===== src/hw/rtl/sblt_pkg.sv =====
// Shared types and constants of the segment base/limit translator.
package sblt_pkg;

  localparam int SEGMENTS  = 16;
  localparam int ADDR_BITS = 31;
  localparam int IDX_W     = $clog2(SEGMENTS);
  localparam int COUNT_W   = $clog2(SEGMENTS + 1);
  localparam int ENTRY_W   = 2 * ADDR_BITS;
  localparam int CFG_IDX_W = 1;
  localparam int CFG_W     = ADDR_BITS;

  localparam logic [CFG_IDX_W-1:0] CFG_PHYS_SPACE = 1'd0;
  localparam logic [CFG_IDX_W-1:0] CFG_SEG_COUNT  = 1'd1;

  localparam logic [1:0] KIND_WRITE   = 2'd0;
  localparam logic [1:0] KIND_FORWARD = 2'd1;
  localparam logic [1:0] KIND_REVERSE = 2'd2;
  localparam logic [1:0] KIND_NONE    = 2'd3;

  localparam logic [2:0] ST_OK         = 3'd0;
  localparam logic [2:0] ST_BAD_SEG    = 3'd1;
  localparam logic [2:0] ST_UNMAPPED   = 3'd2;
  localparam logic [2:0] ST_OFFSET_OUT = 3'd3;
  localparam logic [2:0] ST_NOT_FOUND  = 3'd4;
  localparam logic [2:0] ST_PHYS_OUT   = 3'd5;
  localparam logic [2:0] ST_WR_REJECT  = 3'd6;

  typedef struct packed {
    logic [1:0]           kind;
    logic [IDX_W-1:0]     seg_index;
    logic [ADDR_BITS-1:0] seg_offset;
    logic [ADDR_BITS-1:0] phys_in;
    logic [ADDR_BITS-1:0] new_base;
    logic [ADDR_BITS-1:0] new_limit;
    logic                 new_mapped;
  } item_t;

  typedef struct packed {
    logic [2:0]           status;
    logic [ADDR_BITS-1:0] phys_out;
    logic [IDX_W-1:0]     seg_out;
    logic [ADDR_BITS-1:0] offset_out;
    logic [ADDR_BITS-1:0] hit_base;
    logic [ADDR_BITS-1:0] hit_limit;
  } result_t;

  typedef enum logic [2:0] {
    SRC_WRITE,
    SRC_FWD_EARLY,
    SRC_FWD,
    SRC_PHYS_OUT,
    SRC_REV_HIT,
    SRC_REV_MISS
  } res_src_t;

  typedef struct packed {
    logic     capture;
    logic     wr_commit;
    logic     scan_init;
    logic     scan_en;
    logic     load;
    res_src_t src;
  } dp_cmd_t;

  typedef struct packed {
    logic fwd_early;
    logic space_bad;
    logic hit;
    logic exhausted;
  } dp_stat_t;

endpackage


===== src/hw/rtl/sblt_ram.sv =====
// Generic single-write, single-read RAM with registered read data.
module sblt_ram #(
  parameter int WIDTH = 8,
  parameter int DEPTH = 16
) (
  input  logic                     clk,
  input  logic                     we,
  input  logic [$clog2(DEPTH)-1:0] waddr,
  input  logic [WIDTH-1:0]         wdata,
  input  logic [$clog2(DEPTH)-1:0] raddr,
  output logic [WIDTH-1:0]         rdata
);

  logic [WIDTH-1:0] mem [DEPTH];

  always_ff @(posedge clk) begin
    if (we) begin
      mem[waddr] <= wdata;
    end
    rdata <= mem[raddr];
  end

endmodule


===== src/hw/rtl/sblt_ctrl.sv =====
// Sequencing state machine of the segment base/limit translator.
module sblt_ctrl (
  input  logic               clk,
  input  logic               rst,
  input  logic               start,
  input  logic [1:0]         kind,
  input  sblt_pkg::dp_stat_t stat,
  output sblt_pkg::dp_cmd_t  cmd,
  output logic               busy
);
  import sblt_pkg::*;

  typedef enum logic [5:0] {
    S_IDLE    = 6'b000001,
    S_WRITE   = 6'b000010,
    S_FWD     = 6'b000100,
    S_FWD_CHK = 6'b001000,
    S_REV     = 6'b010000,
    S_SCAN    = 6'b100000
  } state_t;

  state_t state, state_next;

  assign busy = (state != S_IDLE);

  always_comb begin
    state_next    = state;
    cmd           = '0;
    cmd.src       = SRC_WRITE;
    unique case (state)
      S_IDLE: begin
        if (start) begin
          cmd.capture = 1'b1;
          unique case (kind)
            KIND_WRITE:   state_next = S_WRITE;
            KIND_FORWARD: state_next = S_FWD;
            KIND_REVERSE: state_next = S_REV;
            default:      state_next = S_IDLE;
          endcase
        end
      end
      S_WRITE: begin
        cmd.wr_commit = 1'b1;
        cmd.load      = 1'b1;
        cmd.src       = SRC_WRITE;
        state_next    = S_IDLE;
      end
      S_FWD: begin
        if (stat.fwd_early) begin
          cmd.load   = 1'b1;
          cmd.src    = SRC_FWD_EARLY;
          state_next = S_IDLE;
        end else begin
          state_next = S_FWD_CHK;
        end
      end
      S_FWD_CHK: begin
        cmd.load   = 1'b1;
        cmd.src    = SRC_FWD;
        state_next = S_IDLE;
      end
      S_REV: begin
        if (stat.space_bad) begin
          cmd.load   = 1'b1;
          cmd.src    = SRC_PHYS_OUT;
          state_next = S_IDLE;
        end else begin
          cmd.scan_init = 1'b1;
          state_next    = S_SCAN;
        end
      end
      S_SCAN: begin
        cmd.scan_en = 1'b1;
        priority if (stat.hit) begin
          cmd.load   = 1'b1;
          cmd.src    = SRC_REV_HIT;
          state_next = S_IDLE;
        end else if (stat.exhausted) begin
          cmd.load   = 1'b1;
          cmd.src    = SRC_REV_MISS;
          state_next = S_IDLE;
        end
      end
      default: state_next = S_IDLE;
    endcase
  end

  always_ff @(posedge clk) begin
    if (rst) begin
      state <= S_IDLE;
    end else begin
      state <= state_next;
    end
  end

endmodule


===== src/hw/rtl/sblt_dp.sv =====
// Datapath: config registers, segment table, comparators and result word.
module sblt_dp (
  input  logic                              clk,
  input  logic                              rst,
  input  logic                              cfg_we,
  input  logic [sblt_pkg::CFG_IDX_W-1:0]    cfg_index,
  input  logic [sblt_pkg::CFG_W-1:0]        cfg_data,
  input  sblt_pkg::item_t                   item,
  input  sblt_pkg::dp_cmd_t                 cmd,
  output sblt_pkg::dp_stat_t                stat,
  output logic                              done,
  output sblt_pkg::result_t                 result
);
  import sblt_pkg::*;

  logic [ADDR_BITS-1:0] phys_space;
  logic [4:0]           seg_count_cfg;
  logic [COUNT_W-1:0]   count;
  item_t                cur;
  logic [SEGMENTS-1:0]  valid;
  logic [COUNT_W-1:0]   ptr;
  logic                 pend;
  logic [IDX_W-1:0]     pidx;
  logic [IDX_W-1:0]     raddr;
  logic [ENTRY_W-1:0]   rdata;
  logic [ADDR_BITS-1:0] e_base, e_limit;
  logic                 wr_reject, ram_we, issue;
  logic [ADDR_BITS:0]   wr_end, e_end;
  logic                 idx_out;
  result_t              res_next;

  // saturate the count at the table size
  assign count = (seg_count_cfg > 5'(SEGMENTS)) ? COUNT_W'(SEGMENTS)
                                                : COUNT_W'(seg_count_cfg);

  always_ff @(posedge clk) begin
    if (rst) begin
      phys_space    <= '0;
      seg_count_cfg <= '0;
    end else if (cfg_we) begin
      unique case (cfg_index)
        CFG_PHYS_SPACE: phys_space    <= cfg_data;
        CFG_SEG_COUNT:  seg_count_cfg <= cfg_data[4:0];
        default: ;
      endcase
    end
  end

  always_ff @(posedge clk) begin
    if (cmd.capture) begin
      cur <= item;
    end
  end

  assign idx_out   = ({1'b0, cur.seg_index} >= (IDX_W+1)'(count));
  assign wr_end    = {1'b0, cur.new_base} + {1'b0, cur.new_limit};
  assign wr_reject = idx_out || (cur.new_mapped && (wr_end > {1'b0, phys_space}));
  assign ram_we    = cmd.wr_commit && !wr_reject;

  always_ff @(posedge clk) begin
    if (rst) begin
      valid <= '0;
    end else if (ram_we) begin
      valid[cur.seg_index] <= cur.new_mapped;
    end
  end

  // scan pointer: issue one table read a cycle, check it the next
  assign issue = (ptr < count);
  assign raddr = cmd.scan_en ? ptr[IDX_W-1:0] : cur.seg_index;

  always_ff @(posedge clk) begin
    if (rst) begin
      pend <= 1'b0;
      ptr  <= '0;
    end else if (cmd.scan_init) begin
      pend <= 1'b0;
      ptr  <= '0;
    end else if (cmd.scan_en) begin
      pend <= issue;
      ptr  <= ptr + COUNT_W'(issue);
    end
  end

  always_ff @(posedge clk) begin
    if (cmd.scan_en) begin
      pidx <= ptr[IDX_W-1:0];
    end
  end

  sblt_ram #(
    .WIDTH (ENTRY_W),
    .DEPTH (SEGMENTS)
  ) u_table (
    .clk   (clk),
    .we    (ram_we),
    .waddr (cur.seg_index),
    .wdata ({cur.new_base, cur.new_limit}),
    .raddr (raddr),
    .rdata (rdata)
  );

  assign e_base  = rdata[ENTRY_W-1:ADDR_BITS];
  assign e_limit = rdata[ADDR_BITS-1:0];
  assign e_end   = {1'b0, e_base} + {1'b0, e_limit};

  assign stat.fwd_early = idx_out || !valid[cur.seg_index];
  assign stat.space_bad = (cur.phys_in >= phys_space);
  assign stat.hit       = pend && valid[pidx] && (cur.phys_in >= e_base)
                          && ({1'b0, cur.phys_in} < e_end);
  assign stat.exhausted = !issue && !stat.hit;

  always_comb begin
    res_next = '0;
    unique case (cmd.src)
      SRC_WRITE: begin
        res_next.status = wr_reject ? ST_WR_REJECT : ST_OK;
      end
      SRC_FWD_EARLY: begin
        res_next.status = idx_out ? ST_BAD_SEG : ST_UNMAPPED;
      end
      SRC_FWD: begin
        res_next.hit_base  = e_base;
        res_next.hit_limit = e_limit;
        if (cur.seg_offset >= e_limit) begin
          res_next.status = ST_OFFSET_OUT;
        end else begin
          res_next.status   = ST_OK;
          res_next.phys_out = e_base + cur.seg_offset;
        end
      end
      SRC_PHYS_OUT: begin
        res_next.status = ST_PHYS_OUT;
      end
      SRC_REV_HIT: begin
        res_next.status     = ST_OK;
        res_next.seg_out    = pidx;
        res_next.offset_out = cur.phys_in - e_base;
        res_next.hit_base   = e_base;
        res_next.hit_limit  = e_limit;
      end
      SRC_REV_MISS: begin
        res_next.status = ST_NOT_FOUND;
      end
      default: res_next = '0;
    endcase
  end

  always_ff @(posedge clk) begin
    if (rst) begin
      done <= 1'b0;
    end else begin
      done <= cmd.load;
    end
  end

  always_ff @(posedge clk) begin
    if (cmd.load) begin
      result <= res_next;
    end
  end

endmodule


===== src/hw/rtl/segment_base_limit_translator_unit.sv =====
// Top level of the segment base/limit address translator.
//
// Users: an item is taken at a clock edge where start is high and busy is
// low; every item of kind write, forward or reverse yields exactly one
// result word, flagged by done, which is high for a single cycle. The
// receiver cannot stall, so sample result whenever done is set. The word
// stays on result until the next is loaded. An item of kind three is
// dropped with no result. A write commits unless rejected; forward reads
// the entry and ends there on a bad or unmapped segment, else checks the
// offset against the limit in a second state; reverse ends when the
// address lies outside physical space, otherwise scans entries up to the
// segment count until a hit or a miss, one table read a cycle through
// the single read port of the entry RAM, one base/limit comparator.
// Busy drops in the cycle done is high, so the next item may be taken then.
// No item overlaps another. Mapped flags clear at reset, no clearing pass;
// base and limit of an entry never written are never used. Write the config
// registers (index 0 physical space size, index 1 segment count, saturated
// at SEGMENTS) only while busy is low and no result is pending.
module segment_base_limit_translator_unit (
  input  logic                           clk,
  input  logic                           rst,
  input  logic                           start,
  output logic                           busy,
  input  sblt_pkg::item_t                item,
  output logic                           done,
  output sblt_pkg::result_t              result,
  input  logic                           cfg_we,
  input  logic [sblt_pkg::CFG_IDX_W-1:0] cfg_index,
  input  logic [sblt_pkg::CFG_W-1:0]     cfg_data
);
  import sblt_pkg::*;

  dp_cmd_t  cmd;
  dp_stat_t stat;

  // sequence each item: capture, write, read or scan the table, load the result
  sblt_ctrl u_ctrl (
    .clk   (clk),
    .rst   (rst),
    .start (start),
    .kind  (item.kind),
    .stat  (stat),
    .cmd   (cmd),
    .busy  (busy)
  );

  // hold config, the table and the result word
  sblt_dp u_dp (
    .clk       (clk),
    .rst       (rst),
    .cfg_we    (cfg_we),
    .cfg_index (cfg_index),
    .cfg_data  (cfg_data),
    .item      (item),
    .cmd       (cmd),
    .stat      (stat),
    .done      (done),
    .result    (result)
  );

endmodule

===== config.mk =====
export PLATFORM = sky130hd
export DESIGN_NAME = segment_base_limit_translator_unit
export DESIGN_NICKNAME = d
export VERILOG_FILES = /design/src/hw/rtl/sblt_pkg.sv /design/src/hw/rtl/sblt_ram.sv /design/src/hw/rtl/sblt_ctrl.sv /design/src/hw/rtl/sblt_dp.sv /design/src/hw/rtl/segment_base_limit_translator_unit.sv
export SDC_FILE = /design/constraint.sdc
export NUM_CORES = 2
export LEC_CHECK = 0
export BUFFER_PORTS_ARGS = -buffer_cell sky130_fd_sc_hd__buf_2
export CORE_MARGIN = 5
export CORE_UTILIZATION = 61
export CTS_CLUSTER_SIZE = 24
export DETAILED_ROUTE_END_ITERATION = 10
export PLACE_DENSITY_LB_ADDON = 0.05
export SETUP_SLACK_MARGIN = 0.02
export SLEW_MARGIN = 20
export SYNTH_ARGS = -nofsm -noshare
export SYNTH_HDL_FRONTEND = slang
export SYNTH_HIERARCHICAL = 1
export SYNTH_SLANG_ARGS = --single-unit

===== constraint.sdc =====
create_clock -name clk -period 12.6 [get_ports clk]
set_input_delay 3.78 -clock clk [delete_from_list [all_inputs] [get_ports clk]]
set_output_delay 3.78 -clock clk [all_outputs]
set_load 0.05 [all_outputs]

; Yosys cells after proc, flatten, opt, wreduce, memory -nomap -nowiden
; Memories as Yosys holds them, arrays and structs flattened. A register that Yosys moved wholly into a read port is not among the register bits.
; Cells that the tools add are included.
[word_totals]
ff_bits = 329
mem_bits_rw = 992
in_bits = 167
output_inout_bits = 133
wordCells = 109
mem_count = 1
[op_classes]
addsub = 5
n_lt_le_gt_ge = 11
n_eq_ne = 16
mux = 33
bitwise_logic = 2
n_reduce_logical = 21
[memory_table]
columns = memory, depth, word_bits, rd, rd_ports_with_merged_regs, wr, line
row1 = u_dp.u_table.mem, 16, 62, 1, 1, 1, sblt_ram.sv:14  ; logic [WIDTH-1:0] mem [DEPTH];
[ops]
columns = cell, n
row1 = greater-or-equal comparator 31 bit, 3
row2 = adder 31 x 31 -> 32 bit, 2
row3 = > comparator 32 x 31 -> 1 bit, 1
row4 = < comparator 31 x 32 -> 1 bit, 1
row5 = adder 31 bit, 1
row6 = subtractor 31 bit, 1
row7 = two-way mux 4 bit, 6
row8 = two-way mux 6 bit, 4
row9 = one-hot mux 6 bit (4 select lines), 1
row10 = one-hot mux 4 bit (5 select lines), 1
row11 = bitwise mux 16 bit, 1
row12 = one-hot mux 3 bit (5 select lines), 1
row13 = one-hot mux 5 bit (3 select lines), 1
row14 = two-way mux 1 bit, 11
row15 = < comparator 4 x 5 -> 1 bit (second input constant), 2
row16 = binary-select mux 1 bit (select 4 bit), 2
row17 = logical AND 1 bit, 7
row18 = equality test 3 x 2 -> 1 bit (second input constant), 2
row19 = equality test 3 bit (second input constant), 2
row20 = equality test 6 x 1 -> 1 bit (second input constant), 1
row21 = equality test 6 x 2 -> 1 bit (second input constant), 1
row22 = equality test 6 x 3 -> 1 bit (second input constant), 1
row23 = equality test 6 x 4 -> 1 bit (second input constant), 1
row24 = equality test 6 x 5 -> 1 bit (second input constant), 1
row25 = other kinds (23), 33

; Depth between registers and ports, before layout
[depth]
ltp_word = 13
ltp_mapped = 29
mapped_depth_nobuf = 27

; Hierarchy
; Netlist, hierarchy kept.
[modules_own_cells]
columns = module, instances, cells_each, area_per_inst_um2, seq_area_each_um2
row1 = sblt_ram, 1, 1598, 38333.0, 31029.8
row2 = sblt_dp, 1, 1964, 20388.3, 9108.7
row3 = sblt_ctrl, 1, 47, 407.9, 120.1

; Least setup slack after synthesis
; No wires, ideal clock.
[synth_timing]
kind = register to register
startpoint = reg u_dp.u_table.rdata[32] (read register of u_dp.u_table.mem)
endpoint = reg, netlist name u_dp/result[0]
setup_time_ns = 0.638
t_arrival_ns = 9.489
t_required_ns = 11.962
path_slack_ns = 2.473
stages_incl_launch_ff = 21
n_path_buf = 0
period_less_slack_ns = 10.127
cell_sequence = dfxtp_1 > ha_1 > a211oi_1 > o21ai_0 > nand4_1 > o21ai_0 > a21o_1 > a31o_2 > a221o_1 > a21oi_1 > xor2_1 > ha_1 > nand4_1 > nor4_1 > a211o_1 > a21oi_1 > a311oi_1 > a211oi_1 > nor2_1 > nor2_1 > o21ai_1
[synth_lines]
columns = element, line
row1 = "start, declared", sblt_ram.sv:11  ; output logic [WIDTH-1:0] rdata

; Final worst setup path
[layout_timing]
startpoint = reg u_dp/cur[1] (netlist name)
endpoint = mem u_dp/u_table/mem[11][53] (netlist name) (enable)
[layout_between]
elab_chain_cells = 8
[layout_rtl]
columns = element, line
row1 = "start, declared", sblt_dp.sv:19  ; item_t cur;
row2 = "start signal, assigned", sblt_dp.sv:51  ; cur <= item;
row3 = adder 31 x 31 -> 32 bit, sblt_dp.sv:56  ; assign wr_end = {1'b0, cur.new_base} + {1'b0, cur.new_limit};
row4 = > comparator 32 x 31 -> 1 bit, sblt_dp.sv:57  ; assign wr_reject = idx_out || (cur.new_mapped && (wr_end > {1'b0, phys_space}));
row5 = logical AND 1 bit, sblt_dp.sv:57
row6 = logical OR 1 bit, sblt_dp.sv:57
row7 = zero test 1 bit, sblt_dp.sv:58  ; assign ram_we = cmd.wr_commit && !wr_reject;
row8 = logical AND 1 bit, sblt_dp.sv:58
row9 = via u_dp.ram_we, sblt_dp.sv:27  ; logic wr_reject, ram_we, issue;
row10 = two-way mux 1 bit, sblt_ram.sv:17  ; if (we) begin
row11 = two-way mux 1 bit (implied by the code), sblt_ram.sv:18  ; mem[waddr] <= wdata;
row12 = "end, declared", sblt_ram.sv:14
; The timed path passes the listed nets, and every way through them passes these cells.

==> reports/metrics.cfg <==
[synthesis]
yosys_most_used_dff = edfxtp_1
syn_area_per_cell_sq_um = 16.4
yosys_register_bits = 1383
netlist_area_sq_um = 59100
yosys_warnings = 6
synth_cells = 3609
synth.net_count = 4036
synth_seq_area_share_pct = 68.1
synth_edf_count = 1256
ys_types = 82
postSynth.asyncResetShare_pct = 0

[timing]
slew_headroom_pct = 23.5
finalWorstSetupSlack_ns = 3.85
worst_pin_slew_ns = 1.15
fin_crit_sh_pct = 69.5
setup_violations = 0
skew_ns = 0.0273
min_period_ns = 8.75
final_max_slew_viol_count = 0
setup-tns-final_ns = 0
fmax_mhz = 114
rsz0062_at_grt = no
final_hold_viol_count = 0

[die]
start_util_pct = 61.3
num_io_pins = 300
die_w_microns = 321
design.core.area_sq_um = 96400
die_h_microns = 321
num_rows = 114
die_area_sq_um = 103000

[cells_and_area]
layout.nets = 4389
area_delta_synth_final_pct = 12.8
drive_gt1_share_pct = 21.1
layout_commonest_cell = edfxtp_1
final_core_util_pct = 69.2
final_cell_mix = edfxtp_1 (1256), buf_2 (299), mux4_2 (258)
fin_cells = 5350
final_area_sq_um = 66700

[grt]
grt_pass1_vias = 35080
antenna_found_initial = 16
grt_max_degree = 147
grt_usage_pct = 31.5
grt_overflow = 0
grt_pass1_wl_microns = 236000

[worst_setup_path]
slowest_stage = buf_4
crit_path_start = u_dp/cur[1]
cp-start-kind = register
reg2reg_slack_ns = 3.85
crit_path_cell_trace = ha_1 -> inv_1 -> fa_1 -> nor2b_1 -> o31a_1 -> o21ai_0 -> o211ai_1 -> a222oi_1 -> a21oi_1 -> a211o_1 -> a21oi_1 -> xnor2_1 -> ha_1 -> nand4_1 -> or4_4 -> or2_1 -> a2111oi_4 -> a31oi_2 -> nor2b_1 -> nand3b_1 -> nor2_4 -> buf_4
required_ns = 12.96
cp_max_fo = 42
cp_num_buf_inv = 2
crit_path_end_kind = register
cpPeakStageDelay_ns = 0.85
worstReg2RegStart = u_dp/cur[1]
critical_path_class = register to register
crit_family = compound AO/OA/AOI/OAI gates
worst_ep_arrival_time_ns = 9.12

[power_and_ir_drop]
cellLeakagePower_nw = 24.0
power_density_nw_per_um2 = 162
peakVddDrop_mv = 0.159

[job]
cap_violations = 0

[placed_design]
place_area_sq_um = 62200
io_buffer_count = 299
place_hpwl_microns = 107000
finalWeightedCongestion = 0.944
post-place-ws_ns = 4.07
dp.cells = 5095

[clocking]
cts_buffer_depth = 3
holdBufCountCts = 0
root_buffer = clkbuf_16
clk_pin_slew_ns = 0.06
cts_tree = yes
cts.repair.resized = 0
worstSkewPairLatency_ns = 0.75
cts_buffers = 140
postCtsSetupRepairBufs = 0
cts_max_level = 4
clock_sinks = 1383

[routing]
initialDrtViolationCount = 4146
dr.pass1.iters = 6
routed_wl_microns = 163000
ant_nets = 0
vias = 35157
vias_per_cell = 6.57
drc_errors = 0
wl_per_cell_microns = 30.5

[hold_path]
hp-class = register to register
hp-start = u_dp/phys_space[27]

[run_status]
outcome = finished, final reports clean

layout make-up:
cell class,count,area [sq um]
clock buffers,173,3790
repair buffers,350,1930
flip-flops and latches,1383,40300
fillers,6294,29700
inverters,136,515
well taps,1276,1600
diodes,3,7.51
clock inverters,78,699
multi-input cells,1951,17900
worst reg2reg max path: stages (launching register included):
cell,delay (ns)
edfxtp_1,0.61
ha_1,0.37
inv_1,0.09
fa_1,0.22
nor2b_1,0.07
o31a_1,0.27
o21ai_0,0.46
o211ai_1,0.36
a222oi_1,0.51
a21oi_1,0.24
a211o_1,0.31
a21oi_1,0.18
xnor2_1,0.09
ha_1,0.31
nand4_1,0.13
or4_4,0.58
or2_1,0.28
a2111oi_4,0.33
a31oi_2,0.32
nor2b_1,0.53
nand3b_1,0.39
nor2_4,0.80
buf_4,0.89
worst paths after layout:
check / endpoint / cells after the start
min: u_dp/phys_space[27] / 2
max reg2reg: u_dp/u_table/mem[11][53] / 22
min reg2reg: u_dp/phys_space[27] / 2
max: u_dp/u_table/mem[11][53] / 22
flip-flops by register name, indices dropped and copies added, names as in the netlist:
signal / cells
u_dp/ptr: 5
u_dp/pidx: 4
u_ctrl/state: 6
u_dp/phys_space: 31
u_dp/cur: 129
u_dp/valid: 16
u_dp/u_table/rdata: 62
u_dp/result: 131
u_dp/done: 1
u_dp/u_table/mem: 992
u_dp/seg_count_cfg: 5
u_dp/pend: 1
cell families (layout without fill, tap and decap cells):
logic type | Yosys count | count (layout) | share of synthesized area [%]
buffers and inverters | 275 | 737 | 1.94
multiplexers | 268 | 268 | 10.0
XOR/XNOR | 109 | 109 | 1.61
AND/OR/NAND/NOR | 674 | 674 | 5.63
other | 0 | 3 | 0
flip-flops | 1383 | 1383 | 68.1
AO/OA/AOI/OAI | 640 | 640 | 7.18
adder cells (fa/ha/maj) | 260 | 260 | 5.55
per-stage QoR:
stage	power, mW	hold WS (ns)
2_1_floorplan	6.32	0.432
3_3_place_gp	6.81	0.448
3_5_place_dp	6.85	0.448
4_1_cts	10.9	0.456
5_1_grt	11.2	0.474
6_report	10.8	0.458
where the power goes:
part | internal (mW) | leakage, nW | switching, mW | total (mW)
registers | 5.10 | 12.7 | 0.185 | 5.29
clock network | 2.32 | 2.21 | 1.72 | 4.04
logic | 0.599 | 9.12 | 0.902 | 1.50
total | 8.02 | 24.0 | 2.81 | 10.8
Yosys cell counts (17+ instances only):
| master | instances | area share (%) |
|---|---|---|
| edfxtp_1 | 1256 | 64 |
| mux4_2 | 258 | 9.8 |
| ha_1 | 256 | 5.4 |
| nand2_1 | 208 | 1.3 |
| a21oi_1 | 171 | 1.4 |
| inv_1 | 136 | 0.86 |
| nor2_1 | 130 | 0.83 |
| dfxtp_1 | 127 | 4.3 |
| a22oi_1 | 124 | 1.6 |
| nor3_1 | 95 | 0.80 |
| o21ai_0 | 90 | 0.76 |
| a21o_1 | 88 | 1.1 |
| clkbuf_1 | 81 | 0.51 |
| xnor2_1 | 55 | 0.81 |
| xor2_1 | 54 | 0.80 |
| nor2b_1 | 44 | 0.47 |
| nand4_1 | 36 | 0.38 |
| nand3_1 | 33 | 0.28 |
| nand2b_1 | 32 | 0.34 |
| buf_4 | 22 | 0.28 |
| buf_1 | 21 | 0.13 |
| o31ai_1 | 20 | 0.25 |
| a211oi_1 | 19 | 0.24 |
| and3_1 | 19 | 0.20 |
| nor4_1 | 18 | 0.19 |
| o21a_1 | 17 | 0.22 |
routing by layer:
metal,track usage [%],routed length [microns]
met5,0,27
met4,12.7,7320
met3,5.29,14400
met2,49.9,77100
met1,44.6,64200
(Power assumes the default switching activity.)
